[src/rtl/core/fpa_pkg.sv]
`timescale 1ns / 1ps
// ----------------------------------------------------------------------------
// Fixed-point ALU package
// Shared mode codes, the request and response word types and the classified word type.
// ----------------------------------------------------------------------------
package fpa_pkg;

   localparam int DATA_W = 32;
   localparam int MODE_W = 4;

   typedef enum logic [MODE_W-1:0] {
      MODE_ADD = 4'd0,
      MODE_SUB = 4'd1,
      MODE_MUL = 4'd2,
      MODE_DIV = 4'd3,
      MODE_MIN = 4'd4,
      MODE_MAX = 4'd5,
      MODE_INC = 4'd6,
      MODE_DEC = 4'd7,
      MODE_I2F = 4'd8,
      MODE_F2I = 4'd9
   } mode_type;

   typedef struct packed {
      logic [MODE_W-1:0]        mode;
      logic signed [DATA_W-1:0] operand_a;
      logic signed [DATA_W-1:0] operand_b;
   } req_type;

   typedef struct packed {
      logic signed [DATA_W-1:0] value;
      logic                     div_zero;
      logic                     a_less;
      logic                     a_equal;
      logic                     a_greater;
   } rsp_type;

   // Classified word passed from the front part to the back part.
   typedef struct packed {
      logic [MODE_W-1:0]        mode;
      logic signed [DATA_W-1:0] operand_a;
      logic signed [DATA_W-1:0] operand_b;
      logic                     is_div;
      logic                     div_zero;
      logic                     a_less;
      logic                     a_equal;
      logic                     a_greater;
   } item_type;

endpackage

[src/rtl/core/fpa_front.sv]
`timescale 1ns / 1ps
// ----------------------------------------------------------------------------
// Fixed-point ALU front part
// Accepts request words, computes the comparison flags and pushes
// classified words into a small queue for the back part.
// ----------------------------------------------------------------------------
module fpa_front
   import fpa_pkg::*;
#(
   parameter int DEPTH = 4
) (
   input  logic     clock,
   input  logic     reset,
   input  logic     in_valid,
   output logic     in_ready,
   input  req_type  in_word,
   output logic     out_valid,
   input  logic     out_ready,
   output item_type out_word
);

   localparam int PTR_W = (DEPTH > 1) ? $clog2(DEPTH) : 1;

   item_type           slot_ff [DEPTH];
   logic [PTR_W-1:0]   wr_ff, wr_in, rd_ff, rd_in;
   logic [PTR_W:0]     cnt_ff, cnt_in;
   item_type           cls;
   logic               push, pop;

   always_comb begin
      cls.mode      = in_word.mode;
      cls.operand_a = in_word.operand_a;
      cls.operand_b = in_word.operand_b;
      cls.is_div    = (in_word.mode == MODE_DIV);
      cls.div_zero  = (in_word.mode == MODE_DIV) && (in_word.operand_b == '0);
      cls.a_less    = in_word.operand_a < in_word.operand_b;
      cls.a_equal   = in_word.operand_a == in_word.operand_b;
      cls.a_greater = in_word.operand_a > in_word.operand_b;
   end

   assign in_ready  = (cnt_ff != (PTR_W+1)'(DEPTH));
   assign out_valid = (cnt_ff != '0);
   assign out_word  = slot_ff[rd_ff];
   assign push      = in_valid && in_ready;
   assign pop       = out_valid && out_ready;

   always_comb begin
      wr_in  = wr_ff;
      rd_in  = rd_ff;
      cnt_in = cnt_ff;
      if (push) begin
         wr_in = (wr_ff == PTR_W'(DEPTH-1)) ? '0 : wr_ff + 1'b1;
      end
      if (pop) begin
         rd_in = (rd_ff == PTR_W'(DEPTH-1)) ? '0 : rd_ff + 1'b1;
      end
      if (push && !pop) begin
         cnt_in = cnt_ff + 1'b1;
      end else if (pop && !push) begin
         cnt_in = cnt_ff - 1'b1;
      end
   end

   always_ff @(posedge clock) begin
      if (reset) begin
         wr_ff  <= '0;
         rd_ff  <= '0;
         cnt_ff <= '0;
      end else begin
         wr_ff  <= wr_in;
         rd_ff  <= rd_in;
         cnt_ff <= cnt_in;
      end
      if (push) begin
         slot_ff[wr_ff] <= cls;
      end
   end

endmodule

[config.mk]
export PLATFORM = sky130hd
export DESIGN_NAME = fpa_front
export DESIGN_NICKNAME = d
export VERILOG_FILES = /design/src/rtl/core/fpa_pkg.sv /design/src/rtl/core/fpa_front.sv
export SDC_FILE = /design/constraint.sdc
export NUM_CORES = 1
export LEC_CHECK = 0
export BUFFER_PORTS_ARGS = -buffer_cell sky130_fd_sc_hd__buf_2
export CAP_MARGIN = 30
export CORE_UTILIZATION = 50
export DETAILED_ROUTE_END_ITERATION = 6
export PLACE_DENSITY = 0.72
export RECOVER_POWER = 25
export SLEW_MARGIN = 20
export SYNTH_ARGS = -nofsm -noshare
export SYNTH_HDL_FRONTEND = slang
export SYNTH_SLANG_ARGS = --single-unit
[constraint.sdc]
create_clock -name clock -period 7.6 [get_ports clock]
set_clock_uncertainty 0.15 [all_clocks]
set_input_delay 0 -clock clock [delete_from_list [all_inputs] [get_ports clock]]
set_output_delay 0 -clock clock [all_outputs]
set_load 0.05 [all_outputs]
==> impl_metrics.ini <==
[clock_tree]
cts_buffers = 30
insertion_delay_ps = 540
post_cts_buffers = 0
htreeDepth = 1
ctsRootBufferMaster = clkbuf_16
cts_resized = 0
cts_tree = done
cts_sinks = 301
path_clk_slew_ps = 60
cts_buffer_depth = 3

[yosys]
synthArstFlopShare_pct = 0
ys_seq_area_share_pct = 75.3
synth_xor_area_share_pct = 0.147
synth_edf_count = 292
synth_ff_type = edfxtp_1
synth_compound_area_share_pct = 1.75
synth_seq_cells = 301
syn-instance-count = 561
syn_avg_cell_area_um2 = 21.2
synth_area_mm2 = 0.0119
synth_warnings = 0
synthAdderAreaFrac_pct = 4.17
synthMuxAreaShare_pct = 14.1
netlist-cell-type-count = 40
synth_top_family_by_area = multiplexers
synth_fp_nets = 672
synth-simple-area-share_pct = 2.61

[global_routing]
grt_usage_pct = 20.3
grt.overflow.total = 0
grt_pass1_wl_um = 36600
antenna_found_initial = 0
grt_pass1_vias = 6665
grt_start_max_net_pins = 47

[power_and_ir_drop]
switchingPower_w = 0.00159
switching_share_pct = 32.5
power.leakage_nw = 5.14
p_per_area_mw_per_mm2 = 330
peakVddDrop_mv = 0.237
p_int_w = 0.00330
power_frac_comb_pct = 27.6
p_clk_share_pct = 29.7
seq_power_share_pct = 42.7

[cells_and_area]
drive_gt1_share_pct = 29.1
instances_no_fill = 1147
n_antenna_cell = 0
final_nets = 915
area_growth_pct = 24.5

[timing]
worst_pin_slew_ps = 674
rsz0062_at_grt = no
slew-limit-headroom_pct = 54.7
setup_viol = 0
hold_viol = 0
period_needed_ps = 3140
setup_tns_ps = 0
drv_slew = 0
fmax_mhz = 318
period_share_pct = 41.3

[setup_path]
worst-setup-path-type = flip-flop to output port
r2r_setup_slack_ps = 5220
cp_max_fo = 31
cp-end-kind = output port
cp.required_ps = 7450
arrival_ps = 2990
cp-start-kind = flip-flop

[min_path]
hp-class = input pin to flip-flop

[drt]
drtIter0Drc = 345
vias = 6235
detail-route-antenna-nets = 0
vias_per_cell = 5.44
wl_per_cell_um = 20.9
drc = 0
first_pass_iters = 4
drt-total-wl_um = 24000

[floorplanning]
num_io_pins = 147
core_mm2 = 0.0234
die_w_um = 156
initial_core_util_pct = 50.8
design.die.area_mm2 = 0.0244
rows = 56
chipHeight_um = 156

[flow_run]
max_cap_viol_count = 0

[placement]
routabilityCongestion = 0.723
dp_hpwl_um = 15300
dp.cells = 1017
portBuffers = 146

[run_status]
status = completed
[worst paths after layout]
check	cells past startpoint	startpoint	end
worst min register to register	2	rd_ff[1]	flip-flop
worst min-delay path	2	in_word[10]	slot_ff[0][15]
worst max register to register	8	cnt_ff[1]	cnt_ff[2]
worst max-delay path	4	flip-flop	out_word[1]
[timing repair]
item | 4_1_cts | 5_1_grt
endpoints found under the hold margin | 367 | 0
hold buffers | 72 | 0
endpoints found under the setup margin | 0 | 0
[cell usage in the layout, fill, tap and decap left out, types with 3 or more instances in the layout]
master,n
nor3_1,4
nor2_1,9
edfxtp_1,292
nand4_1,5
mux2i_1,3
nand3_1,5
o21ai_0,6
ha_1,38
buf_16,3
buf_2,102
inv_1,37
clkbuf_16,30
nand2_1,13
buf_12,5
dlygate4sd3_1,72
a21oi_1,15
clkinv_2,7
clkinv_1,7
bufinv_16,4
dfxtp_1,7
nor4_1,9
and3_4,5
clkbuf_1,50
mux4_2,73
[cell usage after synthesis (2+ instances only)]
library cell | n | area, um^2
mux4_2 | 73 | 1640
a21oi_1 | 15 | 75.1
nor4_1 | 9 | 56.3
nand3_1 | 5 | 25.0
nand4_1 | 5 | 31.3
nand2_1 | 13 | 48.8
inv_1 | 37 | 139
nor3_1 | 4 | 20.0
buf_4 | 7 | 52.6
xor2_1 | 2 | 17.5
buf_1 | 7 | 26.3
ha_1 | 38 | 475
dfxtp_1 | 9 | 180
mux2i_1 | 3 | 30.0
edfxtp_1 | 292 | 8770
nor2_1 | 9 | 33.8
or3_1 | 2 | 12.5
o21ai_0 | 6 | 30.0
and3_1 | 4 | 25.0
[logic make-up after synthesis]
| family | after synthesis |
|---|---|
| AOI/OAI and AO/OA | 32 |
| xor gates and xnor gates | 2 |
| adders and majority gates | 39 |
| buffers and inverters | 54 |
| DFF | 301 |
| muxes | 76 |
| and+or+nand+nor | 57 |
[power by group through the flow]
stage | Combinational, W | Clock (W) | Sequential (W)
3_3_place_gp | 0.00128 | 0 | 0.00213
3_5_place_dp | 0.00133 | 0 | 0.00212
4_1_cts | 0.00136 | 0.00148 | 0.00209
6_report | 0.00135 | 0.00145 | 0.00208
2_1_floorplan | 0.00105 | 0 | 0.00207
5_1_grt | 0.00142 | 0.00153 | 0.00210
[per-layer routing]
layer	track usage [%]	vias to the layer above	wire length, um
met5	0	-	0
met1	27.5	3208	10400
met2	34.7	192	12100
met4	5.37	0	410
met3	2.86	33	1140
li1	-	2802	-
[final cells by class]
cell class                 count  area (um^2)
clock buffer                  36          773
clock inverter                20          205
fill                        1641         8610
inverter                      37          139
multi-input combinational    206         2730
sequential                   301         8960
tap                          319          399
timing repair buffer         228         1590
[sequential cells by signal (all words and copies together), names as in the netlist, named ones only]
| register | cells |
|---|---|
| slot_ff | 292 |
| cnt_ff | 3 |
| rd_ff | 2 |
| wr_ff | 2 |
[worst max-delay path: stages, from the launching register on]
cell and delay [ps]:
dfxtp_4 790, buf_4 530, buf_12 290, mux4_2 580, buf_2 240
[metrics by stage]
step / hold WS, ps / setup slack, ps / utilization, % / instance area (um^2) / power, W
2_1_floorplan: -80.9 / 4330 / - / 11900 / 0.00312
3_3_place_gp: 82.4 / 4850 / 55.4 / 13000 / 0.00341
3_5_place_dp: 82.5 / 4820 / 56.1 / 13100 / 0.00345
4_1_cts: 45.2 / 4220 / 63.3 / 14800 / 0.00493
5_1_grt: 121 / 4220 / 63.2 / 14800 / 0.00506
6_report: 99.4 / 4460 / 63.2 / 14800 / 0.00488
Note: power is estimated with default switching activity, not from simulation.
